## config.mk

```make
export PLATFORM = sky130hd
export DESIGN_NAME = two_class_priority_server_dispatch
export DESIGN_NICKNAME = d
export VERILOG_FILES = /design/src/sv/tcpsd_pkg.sv /design/src/sv/two_class_priority_server_dispatch.sv /design/src/sv/tcpsd_datapath.sv /design/src/sv/tcpsd_ctrl.sv
export VERILOG_INCLUDE_DIRS = /design/src /design/src/sv
export SDC_FILE = /design/constraint.sdc
export NUM_CORES = 2
export LEC_CHECK = 0
export ABC_AREA = 1
export BUFFER_PORTS_ARGS = -buffer_cell sky130_fd_sc_hd__buf_2
export CAP_MARGIN = 40
export CORE_ASPECT_RATIO = 1.4
export CORE_MARGIN = 2
export CORE_UTILIZATION = 28
export CTS_BUF_LIST = sky130_fd_sc_hd__clkbuf_2
export CTS_CLUSTER_DIAMETER = 60
export DETAILED_ROUTE_END_ITERATION = 6
export PLACE_DENSITY = 0.46
export SKIP_CTS_REPAIR_TIMING = 1
export SLEW_MARGIN = 15
export SYNTH_ARGS = -nofsm -noshare
export SYNTH_HDL_FRONTEND = slang
export SYNTH_MEMORY_MAX_BITS = 65536
export SYNTH_SLANG_ARGS = --single-unit
```

## constraint.sdc

```tcl
create_clock -name aclk -period 13.21 [get_ports aclk]
set_input_delay 0.6605 -clock aclk [delete_from_list [all_inputs] [get_ports aclk]]
set_output_delay 0.6605 -clock aclk [all_outputs]
set_load 0.02 [all_outputs]
```

## src/sv/two_class_priority_server_dispatch_defines.svh

```systemverilog
// Assertion macros for the two-class priority server dispatcher.
// Included by tcpsd_datapath, the RTL file that carries concurrent assertions; no dependencies.
`ifndef TWO_CLASS_PRIORITY_SERVER_DISPATCH_DEFINES_SVH
`define TWO_CLASS_PRIORITY_SERVER_DISPATCH_DEFINES_SVH
`ifndef SYNTH
`define TCPSD_ASSERT(lbl, clk, rstn, prop) \
    lbl: assert property (@(posedge clk) disable iff (!rstn) (prop)) \
        else $error("tcpsd: assertion failed");
`define TCPSD_ASSERT_NEXT(lbl, clk, rstn, ante, cons) \
    lbl: assert property (@(posedge clk) disable iff (!rstn) (ante) |=> (cons)) \
        else $error("tcpsd: assertion failed");
`else
`define TCPSD_ASSERT(lbl, clk, rstn, prop)
`define TCPSD_ASSERT_NEXT(lbl, clk, rstn, ante, cons)
`endif
`endif

```

## src/sv/tcpsd_pkg.sv

```systemverilog
// Package for the two-class priority server dispatcher: sizes, codes and the
// controller command struct. No dependencies.
package tcpsd_pkg;

    localparam int QUEUE_DEPTH = 256;
    localparam int NUM_SERVERS = 4;

    localparam int PTR_W    = (QUEUE_DEPTH > 1) ? $clog2(QUEUE_DEPTH) : 1;
    localparam int CNT_W    = $clog2(QUEUE_DEPTH + 1);
    localparam int SRV_W    = (NUM_SERVERS > 1) ? $clog2(NUM_SERVERS) : 1;
    localparam int ID_W     = 8;
    localparam int LEN_W    = 9;
    localparam int SIDX_W   = 2;
    localparam int STATUS_W = 2;

    localparam int S_TDATA_W = 16;
    localparam int M_TDATA_W = 32;

    typedef enum logic {
        CMD_ARRIVE = 1'b0,
        CMD_DEPART = 1'b1
    } cmd_t;

    typedef enum logic {
        CLS_ECONOMY  = 1'b0,
        CLS_BUSINESS = 1'b1
    } class_t;

    typedef enum logic [STATUS_W-1:0] {
        STATUS_OK      = 2'd0,
        STATUS_DROPPED = 2'd1,
        STATUS_UNKNOWN = 2'd2
    } status_t;

    typedef struct packed {
        logic capture;
        logic commit;
    } ctrl_cmd_t;

endpackage

```

## src/sv/two_class_priority_server_dispatch.sv

```systemverilog
// Top level of the two-class priority server dispatcher.
// Instantiates tcpsd_ctrl and tcpsd_datapath; depends on tcpsd_pkg.
//
// Each input transfer is one event (arrive or depart) and yields exactly one
// result transfer. An event is handled in a capture step and a commit step:
// in the first the event is registered while the head entries of both ring
// memories are read out, in the second the queues and the server table are
// updated and the result register is loaded. The second step waits while an
// earlier result is still held on the output, and the next event is taken
// while the current result waits. Reset needs no clearing pass.
module two_class_priority_server_dispatch (
    input  logic                            aclk,
    input  logic                            aresetn,
    input  logic                            s_tvalid,
    output logic                            s_tready,
    // requester_id [7:0], requester_class [8], zero [15:9]
    input  logic [tcpsd_pkg::S_TDATA_W-1:0] s_tdata,
    // command [0]
    input  logic                            s_tuser,
    output logic                            m_tvalid,
    input  logic                            m_tready,
    // dispatched_id [7:0], dispatched_class [8], server_index [10:9],
    // economy_length [19:11], business_length [28:20], status [30:29], zero [31]
    output logic [tcpsd_pkg::M_TDATA_W-1:0] m_tdata,
    // dispatched [0]
    output logic                            m_tuser
);
    import tcpsd_pkg::*;

    ctrl_cmd_t ctrl;

    tcpsd_ctrl u_ctrl (
        .aclk     (aclk),
        .aresetn  (aresetn),
        .s_tvalid (s_tvalid),
        .s_tready (s_tready),
        .m_tvalid (m_tvalid),
        .m_tready (m_tready),
        .ctrl     (ctrl)
    );

    tcpsd_datapath u_datapath (
        .aclk    (aclk),
        .aresetn (aresetn),
        .ctrl    (ctrl),
        .s_tdata (s_tdata),
        .s_tuser (s_tuser),
        .m_tdata (m_tdata),
        .m_tuser (m_tuser)
    );

endmodule

```

## src/sv/tcpsd_datapath.sv

```systemverilog
// Datapath of the dispatcher: the two ring memories, queue pointers, server
// table and result register. Depends on tcpsd_pkg and the defines header.
`include "two_class_priority_server_dispatch_defines.svh"

module tcpsd_datapath (
    input  logic                            aclk,
    input  logic                            aresetn,
    input  tcpsd_pkg::ctrl_cmd_t            ctrl,
    input  logic [tcpsd_pkg::S_TDATA_W-1:0] s_tdata,
    input  logic                            s_tuser,
    output logic [tcpsd_pkg::M_TDATA_W-1:0] m_tdata,
    output logic                            m_tuser
);
    import tcpsd_pkg::*;

    logic [ID_W-1:0]  economy_ring  [QUEUE_DEPTH];
    logic [ID_W-1:0]  business_ring [QUEUE_DEPTH];
    logic [ID_W-1:0]  erd_reg, brd_reg;

    logic [ID_W-1:0]  id_reg;
    class_t           cls_reg;
    cmd_t             cmd_reg;

    logic [PTR_W-1:0] ehead_reg, bhead_reg, ehead_next, bhead_next;
    logic [CNT_W-1:0] ecnt_reg, bcnt_reg, ecnt_next, bcnt_next;
    logic [NUM_SERVERS-1:0] busy_reg, busy_next;
    logic [ID_W-1:0]  holder_reg [NUM_SERVERS];

    logic             is_arrive, is_bus, push_ok, found, any_free, take, take_bus;
    logic [CNT_W-1:0] push_cnt, ecnt_mid, bcnt_mid;
    logic [PTR_W-1:0] push_head, wr_addr;
    logic [CNT_W:0]   slot_sum;
    logic [NUM_SERVERS-1:0] match, busy_mid, busy_set;
    logic [SRV_W-1:0] free_idx;
    logic [ID_W-1:0]  taken_id;
    status_t          status;

    logic             disp_reg;
    logic [ID_W-1:0]  did_reg;
    logic             dcls_reg;
    logic [SIDX_W-1:0] sidx_reg;
    logic [LEN_W-1:0] elen_reg, blen_reg;
    status_t          status_reg;

    always_comb begin
        is_arrive = (cmd_reg == CMD_ARRIVE);
        is_bus    = (cls_reg == CLS_BUSINESS);
        push_cnt  = is_bus ? bcnt_reg : ecnt_reg;
        push_head = is_bus ? bhead_reg : ehead_reg;
        push_ok   = is_arrive && (push_cnt != CNT_W'(QUEUE_DEPTH));
        slot_sum  = (CNT_W+1)'(push_head) + (CNT_W+1)'(push_cnt);
        if (slot_sum >= (CNT_W+1)'(QUEUE_DEPTH)) begin
            wr_addr = PTR_W'(slot_sum - (CNT_W+1)'(QUEUE_DEPTH));
        end else begin
            wr_addr = PTR_W'(slot_sum);
        end

        for (int i = 0; i < NUM_SERVERS; i++) begin
            match[i] = !is_arrive && busy_reg[i] && (holder_reg[i] == id_reg);
        end
        found    = |match;
        busy_mid = busy_reg & ~match;

        ecnt_mid = ecnt_reg + CNT_W'(push_ok && !is_bus);
        bcnt_mid = bcnt_reg + CNT_W'(push_ok && is_bus);

        any_free = 1'b0;
        free_idx = '0;
        for (int i = NUM_SERVERS - 1; i >= 0; i--) begin
            if (!busy_mid[i]) begin
                any_free = 1'b1;
                free_idx = SRV_W'(i);
            end
        end

        take_bus = (bcnt_mid != '0);
        take     = any_free && (take_bus || (ecnt_mid != '0));
        // An entry pushed into an empty queue this step is taken straight from the input.
        if (take_bus) begin
            taken_id = (bcnt_reg == '0) ? id_reg : brd_reg;
        end else begin
            taken_id = (ecnt_reg == '0) ? id_reg : erd_reg;
        end

        ecnt_next  = ecnt_mid - CNT_W'(take && !take_bus);
        bcnt_next  = bcnt_mid - CNT_W'(take && take_bus);
        ehead_next = ehead_reg;
        bhead_next = bhead_reg;
        if (take && take_bus) begin
            bhead_next = (bhead_reg == PTR_W'(QUEUE_DEPTH - 1)) ? '0 : bhead_reg + 1'b1;
        end
        if (take && !take_bus) begin
            ehead_next = (ehead_reg == PTR_W'(QUEUE_DEPTH - 1)) ? '0 : ehead_reg + 1'b1;
        end
        busy_set  = take ? (NUM_SERVERS'(1) << free_idx) : '0;
        busy_next = busy_mid | busy_set;

        if (is_arrive && !push_ok) begin
            status = STATUS_DROPPED;
        end else if (!is_arrive && !found) begin
            status = STATUS_UNKNOWN;
        end else begin
            status = STATUS_OK;
        end
    end

    always_ff @(posedge aclk) begin
        if (ctrl.commit && push_ok && !is_bus) begin
            economy_ring[wr_addr] <= id_reg;
        end
        erd_reg <= economy_ring[ehead_reg];
    end

    always_ff @(posedge aclk) begin
        if (ctrl.commit && push_ok && is_bus) begin
            business_ring[wr_addr] <= id_reg;
        end
        brd_reg <= business_ring[bhead_reg];
    end

    always_ff @(posedge aclk) begin
        if (!aresetn) begin
            ehead_reg <= '0;
            bhead_reg <= '0;
            ecnt_reg  <= '0;
            bcnt_reg  <= '0;
            busy_reg  <= '0;
        end else if (ctrl.commit) begin
            ehead_reg <= ehead_next;
            bhead_reg <= bhead_next;
            ecnt_reg  <= ecnt_next;
            bcnt_reg  <= bcnt_next;
            busy_reg  <= busy_next;
        end
    end

    always_ff @(posedge aclk) begin
        if (ctrl.capture) begin
            id_reg  <= s_tdata[ID_W-1:0];
            cls_reg <= class_t'(s_tdata[ID_W]);
            cmd_reg <= cmd_t'(s_tuser);
        end
        if (ctrl.commit && take) begin
            holder_reg[free_idx] <= taken_id;
        end
        if (ctrl.commit) begin
            disp_reg   <= take;
            did_reg    <= take ? taken_id : '0;
            dcls_reg   <= take && take_bus;
            sidx_reg   <= take ? SIDX_W'(free_idx) : '0;
            elen_reg   <= LEN_W'(ecnt_next);
            blen_reg   <= LEN_W'(bcnt_next);
            status_reg <= status;
        end
    end

    assign m_tdata = {1'b0, status_reg, blen_reg, elen_reg, sidx_reg, dcls_reg, did_reg};
    assign m_tuser = disp_reg;

    `TCPSD_ASSERT(a_count_bound, aclk, aresetn, (ecnt_reg <= CNT_W'(QUEUE_DEPTH)) && (bcnt_reg <= CNT_W'(QUEUE_DEPTH)))
    `TCPSD_ASSERT_NEXT(a_taken_server_busy, aclk, aresetn, ctrl.commit && take, busy_reg[$past(free_idx)])
    `TCPSD_ASSERT_NEXT(a_one_grant, aclk, aresetn, ctrl.commit, $countones(busy_reg) <= $countones($past(busy_reg)) + 1)

endmodule

```

## src/sv/tcpsd_ctrl.sv

```systemverilog
// Controller of the dispatcher: sequences capture and commit of each event
// and holds the result valid flag. Depends on tcpsd_pkg.
module tcpsd_ctrl (
    input  logic                 aclk,
    input  logic                 aresetn,
    input  logic                 s_tvalid,
    output logic                 s_tready,
    output logic                 m_tvalid,
    input  logic                 m_tready,
    output tcpsd_pkg::ctrl_cmd_t ctrl
);
    import tcpsd_pkg::*;

    typedef enum logic {
        S_IDLE,
        S_EXEC
    } state_t;

    state_t state_reg, state_next;
    logic   m_valid_reg, m_valid_next;

    always_comb begin
        s_tready     = (state_reg == S_IDLE);
        ctrl.capture = s_tvalid && (state_reg == S_IDLE);
        ctrl.commit  = (state_reg == S_EXEC) && (!m_valid_reg || m_tready);
        state_next   = state_reg;
        unique case (state_reg)
            S_IDLE: begin
                if (ctrl.capture) begin
                    state_next = S_EXEC;
                end
            end
            S_EXEC: begin
                if (ctrl.commit) begin
                    state_next = S_IDLE;
                end
            end
            default: state_next = S_IDLE;
        endcase
        if (ctrl.commit) begin
            m_valid_next = 1'b1;
        end else if (m_tready) begin
            m_valid_next = 1'b0;
        end else begin
            m_valid_next = m_valid_reg;
        end
    end

    always_ff @(posedge aclk) begin
        if (!aresetn) begin
            state_reg   <= S_IDLE;
            m_valid_reg <= 1'b0;
        end else begin
            state_reg   <= state_next;
            m_valid_reg <= m_valid_next;
        end
    end

    assign m_tvalid = m_valid_reg;

endmodule

```

==> flow_summary.toml <==
[run_status]
outcome = "complete, no violations"

[critical_path]
arrival_ns = 7.58
crit_type = "reg -> reg"
worstPathMaxFanout = 62
regToRegSetupSlack_ns = 7.35
endpoint_kind = "flop"
required_ns = 14.93
start_kind = "flop"

[cts]
clock_sinks = 4226
clockBufferDepth = 4
clkLatencyLatePin_ns = 2.18
cts_tree = "done"
cts_htree_levels = 6
cts_made_buffers = 936
path_clk_slew_ns = 0.12
cts-root-buf = "clkbuf_2"

[floorplanning]
die_w_um = 669
rows = 342
fp.dieArea_um2 = 626000
die_h_um = 935
core-area_um2 = 618000
io_pins = 56
start_util_pct = 28.0

[synth]
synth.distinct_cells = 47
ys_async_sr_fraction_pct = 0
synth_top_area_share_pct = 72.2
synthFlopType = "edfxtp_1"
yosysMostFrequentCell = "nand2_1"
synth_top_family_by_area = "simple AND/OR/NAND/NOR gates"
synthAdderAreaFrac_pct = 0.134
avgSynthCellArea_um2 = 11.6
synth_top_cell_by_area = "edfxtp_1"
ys_ff_latch = 4226
synth_edf_count = 4170
netlist_area_um2 = 173000
yosys.area_share.simple_pct = 22.4
synthTopCellsByCount = "nand2_1, edfxtp_1, nand3_1, nor2_1, clkbuf_1"
synth_area_leaders = "edfxtp_1, nand3_1, nand2_1"
synthMuxAreaShare_pct = 0.0130
yosysSeqAreaShare_pct = 72.9
synth_compound_area_share_pct = 1.32
synth_nets = 14980
synth_xor_area_share_pct = 0.223
ys_warn_count = 0
synth_cells = 14941

[global_routing]
grt_overflow = 0
grt_pass1_vias = 113644
track_usage_pct = 17.6
grt_antenna_before_repair = 24
grt_first_pass_wirelength_mm = 813
grt_max_degree = 159

[detailed_routing]
ant_nets = 0
wl_per_cell_um = 23.2
met2WireLength_mm = 295
highest_layer = "met5"
vias = 117329
viasPerCell = 4.77
met3WireLength_mm = 28.4
dr.pass1.iters = 7
initialDrtViolationCount = 9609
met1_length_mm = 218
totalWireLength_mm = 570
drcViolationCount = 0

[sta]
slew_headroom_pct = 21.5
final_max_slew_viol_count = 0
setup_slack_ns = 7.35
tns_ns = 0
skew_ns = 0.199
fmax_mhz = 171
hold_viol_final = 0
fin_crit_ns = 5.86
rsz0062_at_grt = "false"
fin_crit_sh_pct = 44.4
tightest_slew_ns = 1.18
finalSetupViolCount = 0

[cells_and_area]
drive_above_1_share_pct = 13.5
instances_no_fill = 24577
final_area_um2 = 195000
nets = 15566
syn_to_final_growth_pct = 12.2
fillers = 63015

[power]
leakage_nw = 67.7
peakVddDrop_mv = 0.0918
powerDensity_nw_per_um2 = 138

[place]
gp_congestion = 0.855
io_buffers = 47
place_area_um2 = 185000
dpl.hpwl_mm = 343
placedCellCount = 22759
place_ws_ns = 7.38

[hold_path]
min_path_type = "in -> reg"

[run]
maxCapViolCount = 0
path summary, 6_finish.rpt:
| check | startpoint | end | cells past startpoint |
|---|---|---|---|
| setup / recovery | u_datapath.ehead_reg[2] | u_datapath.business_ring[206][7] | 11 |
| hold / removal | s_tuser | u_datapath.cmd_reg | 4 |
| setup reg to reg | u_datapath.ehead_reg[2] | u_datapath.business_ring[206][7] | 11 |
| hold reg to reg | u_datapath.bhead_reg[7] | u_datapath.bhead_reg[7] | 2 |
per-layer routing:
metal	GRT usage (%)	up-vias
met5	0.184	-
met4	8.94	16
met3	2.52	1090
met2	31.5	3632
met1	20.4	57787
li1	-	54804
placed cells by master (no fill, tap or decap), types with 11 or more instances in the layout:
| master | count |
|---|---|
| nand3_1 | 3978 |
| o22ai_1 | 64 |
| clkinv_1 | 218 |
| nand2_1 | 4211 |
| clkinvlp_4 | 11 |
| clkbuf_2 | 1423 |
| ha_1 | 17 |
| xor2_1 | 22 |
| buf_2 | 55 |
| a21oi_1 | 107 |
| dfxtp_1 | 44 |
| edfxtp_1 | 4170 |
| inv_2 | 18 |
| buf_4 | 525 |
| diode_2 | 39 |
| buf_12 | 26 |
| nor2_1 | 728 |
| buf_16 | 40 |
| bufinv_16 | 16 |
| dlygate4sd3_1 | 40 |
| inv_1 | 169 |
| nor2_4 | 22 |
| o21ai_0 | 248 |
| nor4_1 | 11 |
| xnor2_1 | 14 |
final cells by class:
cell class,instances,area [um2],share of cell area [%]
multi-input combinational,9482,42000,21.6
inverter,190,773,0.397
clock buffer,1423,7120,3.66
antenna,39,97.6,0.0502
sequential,4226,126000,65.0
clock inverter,270,1540,0.793
tap,8256,10300,5.31
timing repair buffer,691,6290,3.24
worst max-delay path, cell delays in order (launching register included):
cell and delay, ns:
dfxtp_4 0.83, inv_8 0.37, o21ai_0 0.32, ha_1 0.32, a21o_1 0.20, nor2_2 0.18
xor2_1 0.48, nand2_1 0.37, nor2_4 0.61, buf_4 0.69, nand3_1 0.31, nor2_1 0.65
stage by stage:
stage | hold slack [ns] | utilization (%) | total power (W)
finish | 0.272 | 31.5 | 0.0268
global route | 0.0926 | 31.4 | 0.0279
CTS | -1.68 | 31.3 | 0.0271
detailed placement | 0.476 | 29.9 | 0.0187
global placement | 0.466 | 29.4 | 0.0186
floorplan | 0.452 | - | 0.0171
where the power goes:
part / switching, W / leakage (nW) / internal [W]
registers: 0.000101 / 38.0 / 0.0148
clock network: 0.00526 / 6.60 / 0.00318
logic: 0.00267 / 23.1 / 0.000774
logic make-up (layout without fill, tap and decap cells):
kind of cell	after synthesis	count (layout)
muxes	2	2
adders and majority gates	18	18
DFF	4226	4226
and+or+nand+nor	8989	8989
other	1	40
xor gates and xnor gates	39	39
AOI/OAI and AO/OA	433	433
buffers and inverters	1233	2574
Note: power is estimated with default switching activity, not from simulation.
